==> src/hw/rtl/arpc_pkg.sv <==
// Package for the ARP cache table: shared constants, operation and status codes,
// and the entry and beat structs.
// No dependencies; compile first.
package arpc_pkg;

    // Defaults and reset values
    localparam int          NUM_ENTRIES_DEF = 8;
    localparam logic [7:0]  RELOAD_RESET    = 8'd20;
    // Group bit of the first MAC byte marks a multicast address
    localparam logic [7:0]  MCAST_MASK      = 8'h01;

    // Operation codes carried in the mode field
    localparam logic [1:0]  MODE_AGE    = 2'd0;
    localparam logic [1:0]  MODE_LOOKUP = 2'd1;
    localparam logic [1:0]  MODE_INSERT = 2'd2;

    // Insert status codes
    localparam logic [2:0]  STAT_NONE    = 3'd0;
    localparam logic [2:0]  STAT_REJECT  = 3'd1;
    localparam logic [2:0]  STAT_REFRESH = 3'd2;
    localparam logic [2:0]  STAT_PLACED  = 3'd3;
    localparam logic [2:0]  STAT_REPLACE = 3'd4;

    // One stored entry (the active bit lives in flops beside the memory)
    typedef struct packed {
        logic [7:0]  lifetime;
        logic [31:0] ip;
        logic [47:0] mac;
    } t_entry;

    // Request beat
    typedef struct packed {
        logic [1:0]  mode;
        logic [31:0] ip_address;
        logic [47:0] mac_address;
    } t_req;

    // Result beat
    typedef struct packed {
        logic        hit;
        logic [47:0] mac_out;
        logic [2:0]  insert_status;
        logic [7:0]  entry_index;
    } t_rsp;

endpackage

==> src/hw/rtl/arpc_req_if.sv <==
// Request channel of the ARP cache table: valid/ready plus request payload.
// No dependencies.
interface arpc_req_if;
    logic        valid;
    logic        ready;
    logic [1:0]  mode;
    logic [31:0] ip_address;
    logic [47:0] mac_address;

    modport source (output valid, output mode, output ip_address, output mac_address,
                    input ready);
    modport sink   (input valid, input mode, input ip_address, input mac_address,
                    output ready);
endinterface

==> src/hw/rtl/arpc_rsp_if.sv <==
// Result channel of the ARP cache table: valid/ready plus result payload.
// No dependencies.
interface arpc_rsp_if;
    logic        valid;
    logic        ready;
    logic        hit;
    logic [47:0] mac_out;
    logic [2:0]  insert_status;
    logic [7:0]  entry_index;

    modport source (output valid, output hit, output mac_out, output insert_status,
                    output entry_index, input ready);
    modport sink   (input valid, input hit, input mac_out, input insert_status,
                    input entry_index, output ready);
endinterface

==> src/hw/rtl/arpc_entry_ram.sv <==
// Entry store of the ARP cache table: one write port, one registered read port.
// Depends on arpc_pkg (t_entry).
module arpc_entry_ram #(
    parameter int NUM_ENTRIES = arpc_pkg::NUM_ENTRIES_DEF,
    parameter int IW          = 3
) (
    input  logic                 i_clk,
    input  logic                 i_we,
    input  logic [IW-1:0]        i_waddr,
    input  arpc_pkg::t_entry     i_wdata,
    input  logic [IW-1:0]        i_raddr,
    output arpc_pkg::t_entry     o_rdata
);

    arpc_pkg::t_entry mem [NUM_ENTRIES];
    arpc_pkg::t_entry r_rdata;

    // Write port
    always_ff @(posedge i_clk) begin
        if (i_we) begin
            mem[i_waddr] <= i_wdata;
        end
    end

    // Read port, registered output
    always_ff @(posedge i_clk) begin
        r_rdata <= mem[i_raddr];
    end

    assign o_rdata = r_rdata;

endmodule

==> src/hw/rtl/arpc_ctrl.sv <==
// Sequencer of the ARP cache table: scans the entry store, ages, looks up and
// inserts, and holds the active bits. Depends on arpc_pkg.
module arpc_ctrl #(
    parameter int NUM_ENTRIES = arpc_pkg::NUM_ENTRIES_DEF,
    parameter int IW          = 3
) (
    input  logic                 i_clk,
    input  logic                 i_rst_n,
    input  logic                 i_start,
    input  arpc_pkg::t_req       i_req,
    input  logic [7:0]           i_reload,
    output logic                 o_idle,
    output logic [IW-1:0]        o_raddr,
    input  arpc_pkg::t_entry     i_rdata,
    output logic                 o_we,
    output logic [IW-1:0]        o_waddr,
    output arpc_pkg::t_entry     o_wdata,
    input  logic                 i_res_free,
    output logic                 o_done,
    output arpc_pkg::t_rsp       o_res
);

    typedef enum logic [2:0] {
        S_IDLE,
        S_AGE,
        S_SCAN,
        S_RESOLVE,
        S_DONE
    } t_state;

    t_state               r_state;
    logic [IW-1:0]        r_k;
    arpc_pkg::t_req       r_req;
    logic [NUM_ENTRIES-1:0] r_active;
    logic                 r_found;
    logic [IW-1:0]        r_fidx;
    logic [47:0]          r_fmac;
    logic                 r_idle_f;
    logic [IW-1:0]        r_iidx;
    logic [7:0]           r_least;
    logic [IW-1:0]        r_lidx;
    arpc_pkg::t_rsp       r_res;

    logic                 w_last;
    logic                 w_act;
    logic                 w_match;
    logic                 w_reject;
    logic                 w_ins;
    logic [IW-1:0]        w_sel;
    logic [2:0]           w_stat;

    // Entry under inspection: data for r_k arrives this cycle
    assign w_last   = (r_k == IW'(NUM_ENTRIES - 1));
    assign w_act    = r_active[r_k];
    assign w_match  = w_act && (i_rdata.ip == r_req.ip_address);
    assign w_reject = (i_req.ip_address == 32'd0) ||
                      ((i_req.mac_address[47:40] & arpc_pkg::MCAST_MASK) != 8'd0);
    assign w_ins    = (r_req.mode == arpc_pkg::MODE_INSERT);

    // Target of an insert: matching entry, else first idle, else least lifetime
    always_comb begin
        if (r_found) begin
            w_sel  = r_fidx;
            w_stat = arpc_pkg::STAT_REFRESH;
        end else if (r_idle_f) begin
            w_sel  = r_iidx;
            w_stat = arpc_pkg::STAT_PLACED;
        end else begin
            w_sel  = r_lidx;
            w_stat = arpc_pkg::STAT_REPLACE;
        end
    end

    // Read address runs one entry ahead of the inspected one
    always_comb begin
        if (r_state == S_IDLE || w_last) begin
            o_raddr = '0;
        end else begin
            o_raddr = r_k + 1'b1;
        end
    end

    // Write port: decremented lifetime while ageing, whole entry on insert
    always_comb begin
        o_we    = 1'b0;
        o_waddr = r_k;
        o_wdata = i_rdata;
        case (r_state)
            S_AGE: begin
                o_we             = w_act && (i_rdata.lifetime != 8'd0);
                o_wdata.lifetime = i_rdata.lifetime - 8'd1;
            end
            S_RESOLVE: begin
                o_we    = w_ins;
                o_waddr = w_sel;
                o_wdata = '{lifetime: i_reload, ip: r_req.ip_address,
                            mac: r_req.mac_address};
            end
            default: begin
                o_we = 1'b0;
            end
        endcase
    end

    assign o_idle = (r_state == S_IDLE);
    assign o_done = (r_state == S_DONE) && i_res_free;
    assign o_res  = r_res;

    // Sequencer
    always_ff @(posedge i_clk) begin
        if (!i_rst_n) begin
            r_state  <= S_IDLE;
            r_active <= '0;
        end else begin
            unique case (r_state)
                S_IDLE: begin
                    if (i_start) begin
                        r_req    <= i_req;
                        r_k      <= '0;
                        r_found  <= 1'b0;
                        r_idle_f <= 1'b0;
                        r_least  <= i_reload;
                        r_lidx   <= '0;
                        case (i_req.mode)
                            arpc_pkg::MODE_AGE: begin
                                r_state <= S_AGE;
                            end
                            arpc_pkg::MODE_LOOKUP: begin
                                r_state <= S_SCAN;
                            end
                            arpc_pkg::MODE_INSERT: begin
                                if (w_reject) begin
                                    r_res   <= '{hit: 1'b0, mac_out: '0,
                                                 insert_status: arpc_pkg::STAT_REJECT,
                                                 entry_index: '0};
                                    r_state <= S_DONE;
                                end else begin
                                    r_state <= S_SCAN;
                                end
                            end
                            default: begin
                                r_res   <= '0;
                                r_state <= S_DONE;
                            end
                        endcase
                    end
                end
                S_AGE: begin
                    // expired entries go idle; others are rewritten via the write port
                    if (w_act && (i_rdata.lifetime == 8'd0)) begin
                        r_active[r_k] <= 1'b0;
                    end
                    r_k <= r_k + 1'b1;
                    if (w_last) begin
                        r_res   <= '0;
                        r_state <= S_DONE;
                    end
                end
                S_SCAN: begin
                    if (w_match && !r_found) begin
                        r_found <= 1'b1;
                        r_fidx  <= r_k;
                        r_fmac  <= i_rdata.mac;
                    end
                    if (!w_act && !r_idle_f) begin
                        r_idle_f <= 1'b1;
                        r_iidx   <= r_k;
                    end
                    if (w_act && (i_rdata.lifetime < r_least)) begin
                        r_least <= i_rdata.lifetime;
                        r_lidx  <= r_k;
                    end
                    r_k <= r_k + 1'b1;
                    if (w_last) begin
                        r_state <= S_RESOLVE;
                    end
                end
                S_RESOLVE: begin
                    if (w_ins) begin
                        r_active[w_sel] <= 1'b1;
                        r_res <= '{hit: 1'b0, mac_out: '0, insert_status: w_stat,
                                   entry_index: 8'(w_sel)};
                    end else begin
                        r_res <= '{hit: r_found,
                                   mac_out: r_found ? r_fmac : 48'd0,
                                   insert_status: arpc_pkg::STAT_NONE,
                                   entry_index: r_found ? 8'(r_fidx) : 8'd0};
                    end
                    r_state <= S_DONE;
                end
                S_DONE: begin
                    if (i_res_free) begin
                        r_state <= S_IDLE;
                    end
                end
                default: begin
                    r_state <= S_IDLE;
                end
            endcase
        end
    end

    // Store is written only while ageing or resolving an insert
    a_we_state: assert property (@(posedge i_clk) disable iff (!i_rst_n)
        o_we |-> (r_state == S_AGE || r_state == S_RESOLVE))
        else $error("entry store written outside ageing or insert");

    // An inserted entry is active afterwards
    a_ins_active: assert property (@(posedge i_clk) disable iff (!i_rst_n)
        (r_state == S_RESOLVE && w_ins) |=> r_active[$past(w_sel)])
        else $error("inserted entry not marked active");

    // A lookup hit always points at an active entry
    a_hit_active: assert property (@(posedge i_clk) disable iff (!i_rst_n)
        (r_state == S_RESOLVE && !w_ins && r_found) |-> r_active[r_fidx])
        else $error("lookup hit on an idle entry");

    // Sequencer leaves idle only on an accepted beat
    a_idle_hold: assert property (@(posedge i_clk) disable iff (!i_rst_n)
        (r_state == S_IDLE && !i_start) |=> (r_state == S_IDLE))
        else $error("sequencer left idle without a request");

endmodule

==> src/hw/rtl/arp_cache_table_core.sv <==
// Top level of the ARP cache table: lifetime register, entry store, sequencer
// and result register. Depends on arpc_pkg, arpc_req_if, arpc_rsp_if,
// arpc_entry_ram and arpc_ctrl.
//
//  Channel   Dir  Handshake          Payload
//  i_req     in   valid/ready        mode, ip_address, mac_address
//  o_rsp     out  valid/ready        hit, mac_out, insert_status, entry_index
//  i_cfg     in   i_cfg_we           i_cfg_wdata (lifetime_reload)
//
// Each operation is one scan of the entry store, one entry per cycle through its
// single read port; lookup and insert then pass through a resolve step, ageing does
// not, and a rejected insert or unused mode skips the scan and goes straight to done.
// A new beat is taken in the cycle after the result is handed to the output register.
// Reset clears the active bits; no clearing pass over the store.
// A result waiting in o_rsp holds the sequencer in its final state until taken.
module arp_cache_table_core #(
    parameter int NUM_ENTRIES = arpc_pkg::NUM_ENTRIES_DEF
) (
    input  logic          i_clk,
    input  logic          i_rst_n,
    arpc_req_if.sink      i_req,
    arpc_rsp_if.source    o_rsp,
    input  logic          i_cfg_we,
    input  logic [7:0]    i_cfg_wdata
);

    localparam int IW = (NUM_ENTRIES > 1) ? $clog2(NUM_ENTRIES) : 1;

    logic [7:0]           r_lifetime_reload;
    logic                 r_out_valid;
    arpc_pkg::t_rsp       r_out;

    logic                 w_idle;
    logic                 w_start;
    logic                 w_done;
    logic                 w_res_free;
    arpc_pkg::t_req       w_req;
    arpc_pkg::t_rsp       w_res;
    logic [IW-1:0]        w_raddr;
    logic [IW-1:0]        w_waddr;
    logic                 w_we;
    arpc_pkg::t_entry     w_wdata;
    arpc_pkg::t_entry     w_rdata;

    // Lifetime reload register
    always_ff @(posedge i_clk) begin
        if (!i_rst_n) begin
            r_lifetime_reload <= arpc_pkg::RELOAD_RESET;
        end else if (i_cfg_we) begin
            r_lifetime_reload <= i_cfg_wdata;
        end
    end

    // Request side
    assign i_req.ready = w_idle;
    assign w_start     = i_req.valid && w_idle;
    assign w_req       = '{mode: i_req.mode, ip_address: i_req.ip_address,
                           mac_address: i_req.mac_address};

    arpc_entry_ram #(
        .NUM_ENTRIES (NUM_ENTRIES),
        .IW          (IW)
    ) u_ram (
        .i_clk   (i_clk),
        .i_we    (w_we),
        .i_waddr (w_waddr),
        .i_wdata (w_wdata),
        .i_raddr (w_raddr),
        .o_rdata (w_rdata)
    );

    arpc_ctrl #(
        .NUM_ENTRIES (NUM_ENTRIES),
        .IW          (IW)
    ) u_ctrl (
        .i_clk      (i_clk),
        .i_rst_n    (i_rst_n),
        .i_start    (w_start),
        .i_req      (w_req),
        .i_reload   (r_lifetime_reload),
        .o_idle     (w_idle),
        .o_raddr    (w_raddr),
        .i_rdata    (w_rdata),
        .o_we       (w_we),
        .o_waddr    (w_waddr),
        .o_wdata    (w_wdata),
        .i_res_free (w_res_free),
        .o_done     (w_done),
        .o_res      (w_res)
    );

    // Result register
    assign w_res_free = !r_out_valid || o_rsp.ready;

    always_ff @(posedge i_clk) begin
        if (!i_rst_n) begin
            r_out_valid <= 1'b0;
        end else if (w_done) begin
            r_out_valid <= 1'b1;
        end else if (o_rsp.ready) begin
            r_out_valid <= 1'b0;
        end
    end

    always_ff @(posedge i_clk) begin
        if (w_done) begin
            r_out <= w_res;
        end
    end

    assign o_rsp.valid         = r_out_valid;
    assign o_rsp.hit           = r_out.hit;
    assign o_rsp.mac_out       = r_out.mac_out;
    assign o_rsp.insert_status = r_out.insert_status;
    assign o_rsp.entry_index   = r_out.entry_index;

    // User writes configuration only with no beat in flight; not enforced by block.
    a_cfg_idle: assert property (@(posedge i_clk) disable iff (!i_rst_n)
        i_cfg_we |-> (w_idle && !r_out_valid))
        else $error("lifetime reload written while a beat is in flight");

endmodule

==> src/flat_wrapper.sv <==
// flat-port wrapper written by rule: the top's interface ports become plain ports
module arp_cache_table_core_flat 
#(
    parameter int NUM_ENTRIES = arpc_pkg::NUM_ENTRIES_DEF
)
  (i_clk, i_rst_n, i_cfg_we, i_cfg_wdata, i_req_valid, i_req_mode, i_req_ip_address, i_req_mac_address, i_req_ready, o_rsp_valid, o_rsp_hit, o_rsp_mac_out, o_rsp_insert_status, o_rsp_entry_index, o_rsp_ready);
  arpc_req_if i_req_i ();
  arpc_rsp_if o_rsp_i ();
  input  logic i_clk;
  input  logic i_rst_n;
  input  logic i_cfg_we;
  input  logic [7:0] i_cfg_wdata;
  input wire logic [$bits(i_req_i.valid)-1:0] i_req_valid;
  input wire logic [$bits(i_req_i.mode)-1:0] i_req_mode;
  input wire logic [$bits(i_req_i.ip_address)-1:0] i_req_ip_address;
  input wire logic [$bits(i_req_i.mac_address)-1:0] i_req_mac_address;
  output wire logic [$bits(i_req_i.ready)-1:0] i_req_ready;
  output wire logic [$bits(o_rsp_i.valid)-1:0] o_rsp_valid;
  output wire logic [$bits(o_rsp_i.hit)-1:0] o_rsp_hit;
  output wire logic [$bits(o_rsp_i.mac_out)-1:0] o_rsp_mac_out;
  output wire logic [$bits(o_rsp_i.insert_status)-1:0] o_rsp_insert_status;
  output wire logic [$bits(o_rsp_i.entry_index)-1:0] o_rsp_entry_index;
  input wire logic [$bits(o_rsp_i.ready)-1:0] o_rsp_ready;
  assign i_req_i.valid = i_req_valid;
  assign i_req_i.mode = i_req_mode;
  assign i_req_i.ip_address = i_req_ip_address;
  assign i_req_i.mac_address = i_req_mac_address;
  assign i_req_ready = i_req_i.ready;
  assign o_rsp_valid = o_rsp_i.valid;
  assign o_rsp_hit = o_rsp_i.hit;
  assign o_rsp_mac_out = o_rsp_i.mac_out;
  assign o_rsp_insert_status = o_rsp_i.insert_status;
  assign o_rsp_entry_index = o_rsp_i.entry_index;
  assign o_rsp_i.ready = o_rsp_ready;
  arp_cache_table_core #(.NUM_ENTRIES(NUM_ENTRIES)) u_core (.i_clk(i_clk), .i_rst_n(i_rst_n), .i_req(i_req_i), .o_rsp(o_rsp_i), .i_cfg_we(i_cfg_we), .i_cfg_wdata(i_cfg_wdata));
endmodule
==> config.mk <==
export PLATFORM = sky130hd
export DESIGN_NAME = arp_cache_table_core_flat
export DESIGN_NICKNAME = d
export VERILOG_FILES = /design/src/hw/rtl/arpc_pkg.sv /design/src/hw/rtl/arpc_req_if.sv /design/src/hw/rtl/arpc_rsp_if.sv /design/src/hw/rtl/arpc_entry_ram.sv /design/src/hw/rtl/arpc_ctrl.sv /design/src/hw/rtl/arp_cache_table_core.sv /design/src/flat_wrapper.sv
export SDC_FILE = /design/constraint.sdc
export NUM_CORES = 1
export LEC_CHECK = 0
export ABC_CLOCK_PERIOD_IN_PS = 8400
export BUFFER_PORTS_ARGS = -buffer_cell sky130_fd_sc_hd__buf_2
export CAP_MARGIN = 5
export CORE_ASPECT_RATIO = 0.75
export CORE_MARGIN = 2
export CORE_UTILIZATION = 55
export DETAILED_ROUTE_END_ITERATION = 6
export GPL_TIMING_DRIVEN = 1
export PLACE_DENSITY = 0.75
export SKIP_CTS_REPAIR_TIMING = 1
export SYNTH_ARGS = -nofsm -noshare
export SYNTH_HDL_FRONTEND = slang
export SYNTH_SLANG_ARGS = --single-unit
==> constraint.sdc <==
create_clock -name i_clk -period 8.4 [get_ports i_clk]
set_input_delay 0.42 -clock i_clk [delete_from_list [all_inputs] [get_ports i_clk]]
set_output_delay 0.42 -clock i_clk [all_outputs]
set_load 0.01 [all_outputs]
== Word level (Yosys, flattened, before mapping) ==
Memories as Yosys holds them, arrays and structs flattened. A register that Yosys moved wholly into a read port is not among the register bits.
Cells that the tools add are included.
Storage, ports and cells
  RAM bits: 704
  output and inout port bits: 62
  flip-flop bits (word level): 292
  memories: 1
  logic and storage cells: 142
Operators by class
  reductions and logical operators: 39
  add/sub/neg operators: 2
  equality and inequality tests: 20
  bitwise logic cells: 3
  $lt $le $gt $ge: 5
  muxes and demuxes: 49
Memory list
  u_core.u_ram.mem: depth 8, width 88, read ports 1, clocked after memory_dff 1, wr ports 1, line arpc_entry_ram.sv:15  | arpc_pkg::t_entry mem [NUM_ENTRIES];
Operators by type and width (count)
  $mux W60: 4
  $pmux W60 S3: 1
  $pmux W60 S2: 1
  $mux W80: 1
  $mux W48: 1
  $pmux W8 S2: 3
  $mux W3: 14
  $eq A32 B32 Y1: 1
  $logic_not A32 Y1: 1
  $mux W8: 4
  $ne A2 B2 Y1 const B: 10
  $reduce_and A4 Y1: 4
  $pmux W3 S5: 1
  $reduce_and A3 Y1: 5
  $pmux W3 S2: 2
  $logic_and A1 B1 Y1: 10
  $mux W1: 10
  $pmux W3 S3: 1
  $and A8 B8 Y8: 1
  $logic_not A8 Y1: 1
  $lt A3 B4 Y1 const B: 2
  $lt A8 B8 Y1: 1
  $not A8 Y8: 1
  $or A8 B8 Y8: 1
  other kinds (21): 37

== Longest topological paths before layout ==
Gate-level depths: netlist of run 1.
  word-level depth: 9
  gate-level depth with buffers: 9
  mapped depth without buffers: 7

== Modules after synthesis ==
A second synthesis of run 1 with hierarchy kept.
Second synthesis, totals
  cells, all modules: 2012
  area total of the unflattened synthesis: 39929.5 sq um
By module, submodules not included
  arpc_entry_ram: seq. area each 22902.0 sq um, cells an instance 1119, area an instance 28237.1 sq um, times used 1
  arpc_ctrl: seq. area each 6436.2 sq um, cells an instance 803, area an instance 9550.4 sq um, times used 1
  arp_cache_table_core: seq. area each 1981.9 sq um, cells an instance 90, area an instance 2142.1 sq um, times used 1

== Least setup slack after synthesis of run 1 ==
OpenSTA, ideal clock, no wires.
  kind: register -> register
  start point: register u_core.u_ctrl.r_k[0]
  end point: memory u_core.u_ram.mem[4][0] (netlist name) (enable)
  setup slack: 0.351 ns
  data required time: 7.758 ns
  clock period less this slack: 8.049 ns
  buffers on the path: 1
  arrival time: 7.407 ns
  stages on the path, launching flop included: 7
  path through: edfxtp_1 -> buf_2 -> mux2i_1 -> a2bb2oi_1 -> and2_1 -> a31oi_4 -> nor3_1
On the way
  word-level cells in the longest chain between the ends: 6
Ends and longest elaborated chain
  from (decl): line arpc_ctrl.sv:32  | logic [IW-1:0] r_k;
  from (signal assigned): line arpc_ctrl.sv:153  | r_k <= r_k + 1'b1;
  from (signal assigned): line arpc_ctrl.sv:173  | r_k <= r_k + 1'b1;
  $bmux W1 S3: line arpc_ctrl.sv:54  | assign w_act = r_active[r_k];
  $mux W1 (implied by the code): line arpc_ctrl.sv:54
  $logic_and A1 B1 Y1: line arpc_ctrl.sv:90  | o_we = w_act && (i_rdata.lifetime != 8'd0);
  $pmux W1 S2: line arpc_ctrl.sv:88  | case (r_state)
  $mux W1: line arpc_entry_ram.sv:20  | if (i_we) begin
  $mux W1 (implied by the code): line arpc_entry_ram.sv:21  | mem[i_waddr] <= i_wdata;
  to (decl): line arpc_entry_ram.sv:15
Parallel ways exist; a longest one is shown, timed or not. The select of a mux whose other input is x is not followed.

== Worst setup path after layout of run 1 ==
  start point: register u_core.u_ctrl.r_state[2]
  end point: memory u_core.u_ram.mem[4][33] (netlist name) (enable)
On the way
  word-level cells in the longest chain between the ends: 4
Ends and longest elaborated chain
  from (decl): line arpc_ctrl.sv:31  | t_state r_state;
  from (signal assigned): line arpc_ctrl.sv:112  | r_state <= S_IDLE;
  from (signal assigned): line arpc_ctrl.sv:126  | r_state <= S_AGE;
  from (signal assigned): line arpc_ctrl.sv:129  | r_state <= S_SCAN;
  $eq A3 B2 Y1 or $eq A3 B1 Y1 (tied branches): line arpc_ctrl.sv:88
  $pmux W1 S2: line arpc_ctrl.sv:88
  $mux W1: line arpc_entry_ram.sv:20
  $mux W1 (implied by the code): line arpc_entry_ram.sv:21
Parallel ways exist; a longest one is shown, timed or not.

==> results_dict.tcl, run 1 <==
set metrics [dict create \
    crit_path_end "u_core.u_ram.mem[4][33]" \
    fillers 4879 \
    criticalPathCategory "reg2reg" \
    cts.path.max_buffers 3 \
    period_minus_slack_ns 4.58 \
    pwr-share-clk_pct 36.6 \
    critPathSlowestCell "buf_4" \
    relSlewSlack_pct 18.7 \
    multi_input_area_um2 7800 \
    firstDrtPassIters 6 \
    netlist.area_leader.share_pct 73.1 \
    clock-sinks 1074 \
    layout.area.seq_um2 31200 \
    critPathMaxStageDelay_ns 0.82 \
    yosysSeqAreaShare_pct 78.5 \
    worst-path-stages 7 \
    peakVddDrop_uv 164 \
    path_buf_inv 4 \
    drive_gt1_share_pct 13.5 \
    grt_max_degree 103 \
    layout_commonest_cell "edfxtp_1" \
    postRouteAntennaNets 0 \
    insertion_delay_ns 0.66 \
    cp.required_ns 8.67 \
    portBuffers 151 \
    synth_cell_type_count 62 \
    synth_edf_count 966 \
    overflow 0 \
    synth-warning-count 0 \
    tritoncts "built" \
    regToRegStartpoint "u_core.u_ctrl.r_state[2]" \
    syn_area_um2 39700 \
    syn_area_per_cell_um2 16.3 \
    crit_chain "nand3b_1, buf_4, buf_4, o21ai_0, nor3_2, buf_4, buf_4" \
    internal_power_uw 8950 \
    vias 22400 \
    synth_top_area_cell "edfxtp_1" \
    grt_setup_unrepaired "no" \
    synth_cells 2431 \
    grt_pass1_vias 22400 \
    place.gp.congestion 0.819 \
    h-tree-depth 3 \
    yosys_most_used_dff "edfxtp_1" \
    rrSetupSlack_ns 3.82 \
    netSwitchingPower_uw 2730 \
    hp-class "in2reg" \
    ys_seq_elements 1074 \
    crit_top_cell "buf_4" \
    drv_cap 0 \
    slew_violations 0 \
    viasPerCell 6.10 \
    die-area_um2 74300 \
    critical_path.startpoint "u_core.u_ctrl.r_state[2]" \
    place_hpwl_um 45600 \
    p_per_area_nw_per_um2 259 \
    status "complete, but fails checks" \
    n_antenna_cell 0 \
    cts-root-buf "clkbuf_16" \
    antenna_found_initial 0 \
    io_pins 157 \
    min_period_over_period_pct 54.5 \
    fin_setup_tns_ns 0 \
    reg2regPathDepth 7 \
    netlist_top_cells_area "edfxtp_1, dfxtp_1, nand2_1, o221ai_1, mux2i_1" \
    wl_per_cell_um 23.3 \
    critPathCaptureType "flip-flop" \
    wl_um 85500 \
    layout_common_cells "edfxtp_1, nand2_1, o221ai_1" \
    worst_pin_slew_ns 1.22 \
    grtUsageTotal_pct 22.6 \
    grt_pass1_wl_um 130000 \
    holdCritStartpoint "i_cfg_wdata[4]" \
    crit_family "buffers and inverters" \
    initial_utilization_pct 55.4 \
    start_kind "flip-flop" \
    final_area_um2 45100 \
    core_um2 71600 \
    p_leak_uw 0.0151 \
    num-nets-final 2746 \
    setup_viol 0 \
    combPwrFrac_pct 9.2 \
    switching_share_pct 23.4 \
    violations "negative hold slack" \
    seqPwrFrac_pct 54.2 \
    ys_async_sr_fraction_pct 0 \
    clock_skew_ns 0.0248 \
    drc 0 \
    path_max_fanout 59 \
    core.rowCount 85 \
    crit_arrival_ns 4.85 \
    drt_iter0_drc 2242 \
    dieHeight_um 237 \
    die_x_um 314 \
    placedInstanceArea_um2 41300 \
    path_clk_slew_ns 0.06 \
    reg2reg_to "u_core.u_ram.mem[4][33]" \
    synthToLayoutAreaGrowth_pct 13.8 \
    finalHoldViolations 1 \
    hold_slack_ns -0.00205 \
    cts_buffers 95 \
    fmaxAchievable_mhz 218 \
]
## tightest hold or removal path, delay by kind of cell
| kind | cells | cell delay, ns |
|---|---|---|
| muxes | 1 | 0.05 |
| buffers and inverters | 1 | 0.08 |
| and+or+nand+nor | 1 | 0.06 |
## power groups by stage
stage	Combinational (uW)	Sequential [uW]	Clock [uW]
2_1_floorplan	717	6390	0
6_report	1070	6330	4280
4_1_cts	1040	6330	4330
3_5_place_dp	1030	6440	0
3_3_place_gp	965	6430	0
5_1_grt	1170	6340	4550
## state kept, by name, indices dropped and copies added, names as in the netlist, 3 cells and up
register / count
u_core.u_ctrl.r_lidx: 3
u_core.u_ram.mem: 704
u_core.u_ctrl.r_least: 8
u_core.o_rsp.insert_status: 3
u_core.u_ctrl.r_active: 8
u_core.o_rsp.entry_index: 3
u_core.u_ctrl.r_req: 82
u_core.u_ram.o_rdata: 88
u_core.u_ctrl.r_fidx: 3
u_core.u_ctrl.r_k: 3
u_core.u_ctrl.r_iidx: 3
u_core.u_ctrl.o_res: 55
u_core.u_ctrl.r_fmac: 48
u_core.u_ctrl.r_state: 3
u_core.o_rsp.mac_out: 48
u_core.r_lifetime_reload: 8
## final cells by class
| class | instances | area share [%] |
|---|---|---|
| sequential | 1074 | 69.0 |
| clock inverter | 42 | 0.915 |
| clock buffer | 135 | 5.91 |
| multi-input combinational | 1187 | 17.3 |
| inverter | 12 | 0.105 |
| timing repair buffer | 270 | 4.10 |
| tap | 957 | 2.65 |
## kinds of logic after synthesis
family          synth area share, %
other cells                 0.00945
compound gates                 8.80
buf+inv                        2.03
mux                            2.94
flops                          78.5
fa+ha+maj                     0.347
xor+xnor                      0.750
simple gates                   6.58
## stage by stage
step           power [uW]  cells  worst slack (ns)  hold slack (ns)  util [%]
6_report            11700   3677              3.82         -0.00205      63.1
5_1_grt             12100   3677              3.60          0.00189      63.1
4_1_cts             11700   3597              3.88           -0.110      62.0
3_5_place_dp         7470   3420              3.91            0.405      57.7
3_3_place_gp         7400   3420              4.03            0.401      57.7
2_1_floorplan        7110   2435             0.351            0.400         -
## synthesized netlist by cell type (3+ instances only)
cell / instances
o221ai_1: 176
a21o_1: 6
edfxtp_1: 966
nor2b_1: 9
a211oi_1: 7
a311oi_1: 3
o22ai_1: 4
nand4_1: 7
inv_1: 11
a221o_1: 3
nand2_1: 439
and2_1: 54
xor2_1: 32
a31oi_1: 91
mux2i_1: 103
nor2_1: 16
buf_4: 17
mux2_2: 10
buf_2: 61
clkbuf_4: 3
a21oi_1: 6
o21ai_0: 11
a21boi_0: 5
nand3_1: 6
ha_1: 11
nor4_1: 19
nor3_1: 17
and3_1: 8
nand2b_1: 7
o21a_1: 4
o21ai_1: 6
clkbuf_1: 69
buf_1: 11
dfxtp_1: 108
o211ai_1: 6
a32o_1: 88
## metal layers
metal	vias to the layer above	share of wire (%)	global-route usage, %
li1	9956	-	-
met1	11300	41	31.0
met2	1008	49	37.4
met3	171	7.4	3.34
met4	0	3.1	8.19
met5	-	0	0
## how the worst min path moves through the flow
| stage | endpoint | slack, ns | depth (start not counted) |
|---|---|---|---|
| final | u_core.r_lifetime_reload[4] | -0.002 | 3 |
| after global routing | u_core.u_ctrl.r_req[40] | 0.002 | 1 |
| after CTS | u_core.u_ctrl.r_req[1] | -0.11 | 1 |
| after detailed placement | u_core.o_rsp.hit | 0.40 | 0 |
| after global placement | u_core.o_rsp.mac_out[3] | 0.40 | 0 |
| after floorplan | u_core.o_rsp.entry_index[0] | 0.40 | 0 |
Note: power is estimated with default switching activity, not from simulation.
==> inputs of run 2 (changes only) <==
Settings changed: ABC_CLOCK_PERIOD_IN_PS 8400 to 4300, CORE_UTILIZATION 55 to 61, PLACE_DENSITY 0.75 to 0.79.
Clock period 8.4 ns to 4.3 ns, I/O delays scaled along.
==> results_dict.tcl, run 2 (synthesis results as in run 1) <==
set metrics [dict create \
    status "completed" \
    worstHoldEndpoint "u_core.r_lifetime_reload[3]" \
    critPathCaptureType "flip-flop" \
    layout_commonest_cell "edfxtp_1" \
    grt_pass1_wl_um 133000 \
    wl_per_cell_um 24.8 \
    setup_viol 0 \
    n_antenna_cell 0 \
    path_clk_slew_ns 0.07 \
    cts-root-buf "clkbuf_16" \
    portBuffers 151 \
    crit_family "buffers and inverters" \
    cp.required_ns 4.57 \
    whs_path_depth 3 \
    dieHeight_um 225 \
    clock_skew_ns 0.0283 \
    drt_iter0_drc 2776 \
    peakVddDrop_uv 402 \
    fmaxAchievable_mhz 288 \
    critPathMaxStageDelay_ns 0.78 \
    drive_gt1_share_pct 14.0 \
    initial_utilization_pct 62.0 \
    clock-sinks 1074 \
    crit_chain "mux2_2, a2bb2oi_1, and2_1, a31oi_4, nor3_4, buf_4" \
    drv_cap 0 \
    postRouteAntennaNets 0 \
    cts.path.max_buffers 3 \
    total_power_uw 23500 \
    rrSetupSlack_ns 0.83 \
    wl_um 89400 \
    drc 0 \
    start_kind "flip-flop" \
    holdCritStartpoint "i_cfg_we" \
    p_leak_uw 0.0154 \
    core_um2 64000 \
    viasPerCell 6.36 \
    place_hpwl_um 45300 \
    relSlewSlack_pct 25.7 \
    io_pins 157 \
    largest_register "u_core.u_ram.mem" \
    antenna_found_initial 0 \
    insertion_delay_ns 0.66 \
    largest_reg_flops 704 \
    criticalPathCategory "reg2reg" \
    hp-class "in2reg" \
    layout_common_cells "edfxtp_1, nand2_1, o221ai_1" \
    fin_setup_tns_ns 0 \
    min_period_over_period_pct 80.7 \
    setup_ws_ns 0.832 \
    finalHoldViolations 0 \
    slew_violations 0 \
    num-nets-final 2773 \
    die-area_um2 67100 \
    reg2regPathDepth 6 \
    reg2reg_to "u_core.u_ram.mem[2][42]" \
    grtUsageTotal_pct 26.2 \
    place.gp.congestion 0.850 \
    regToRegStartpoint "u_core.u_ctrl.r_k[0]" \
    vias 23000 \
    h-tree-depth 3 \
    place_ws_ns 0.910 \
    grt_pass1_vias 22700 \
    core.rowCount 80 \
    p_per_area_nw_per_um2 514 \
    die_x_um 299 \
    overflow 0 \
    period_minus_slack_ns 3.47 \
    synthToLayoutAreaGrowth_pct 15.5 \
    grt_setup_unrepaired "no" \
    cts_buffers 97 \
    grt_max_degree 177 \
    hold_slack_ns 0.0360 \
    crit_arrival_ns 3.74 \
    path_max_fanout 55 \
    firstDrtPassIters 6 \
    path_buf_inv 1 \
    tritoncts "built" \
    worst_pin_slew_ns 1.11 \
    critPathSlowestCell "buf_4" \
]
[run 2: changes by cell type in the layout (fill, tap and decap cells not counted), sizes merged]
| cell | previous run | this run |
|---|---|---|
| clkinvlp | 1 | 3 |
| dlygate4sd3 | 80 | 95 |
| clkbuf | 135 | 128 |
| buf | 190 | 200 |
| bufinv | 6 | 16 |
[run 2: how the worst max path moves through the flow]
stage	startpoint	endpoint	cells past startpoint
finish	u_core.u_ctrl.r_k[0]	u_core.u_ram.mem[2][42]	6
global route	u_core.u_ctrl.r_k[0]	u_core.u_ram.mem[3][56]	6
CTS	u_core.u_ctrl.r_k[0]	u_core.u_ram.mem[2][58]	6
detailed placement	u_core.u_ctrl.r_k[0]	u_core.u_ram.mem[2][42]	6
global placement	u_core.u_ctrl.r_k[0]	u_core.u_ram.mem[2][42]	6
floorplan	u_core.u_ctrl.r_k[0]	u_core.u_ram.mem[0][0]	6
[run 2: per-stage QoR]
step,util [%],instances,cell area (um^2)
after floorplan,-,2435,39700
after global placement,64.9,3334,41500
after detailed placement,64.9,3334,41500
after CTS,70.2,3516,44900
after global routing,71.6,3611,45800
final,71.6,3611,45800
[run 2: final cells by class]
| class | count | area (um^2) |
|---|---|---|
| Multi-Input combinational cell | 1187 | 7860 |
| Inverter | 12 | 50.0 |
| Clock inverter | 54 | 743 |
| Sequential cell | 1074 | 31200 |
| Timing Repair Buffer | 295 | 2270 |
| Fill cell | 3810 | 18100 |
| Tap cell | 861 | 1080 |
| Clock buffer | 128 | 2640 |
[run 2: power breakdown]
| part | switching [uW] | internal (uW) |
|---|---|---|
| combinational | 1470 | 712 |
| sequential | 219 | 12100 |
| clock | 3700 | 5330 |
| total | 5380 | 18200 |
[run 2: routing by layer]
metal	track usage, %	wire length, um	vias to the layer above	share of wire [%]
li1	-	-	10000	-
met1	35.2	34700	11500	39
met2	43.4	44800	1270	50
met3	4.52	7110	186	8.0
met4	10.0	2730	0	3.1
met5	0	0	-	0
[run 2: tightest hold or removal path, stage by stage]
cell     delay, ns
buf_2         0.20
mux2i_1       0.17
nor2b_1       0.05
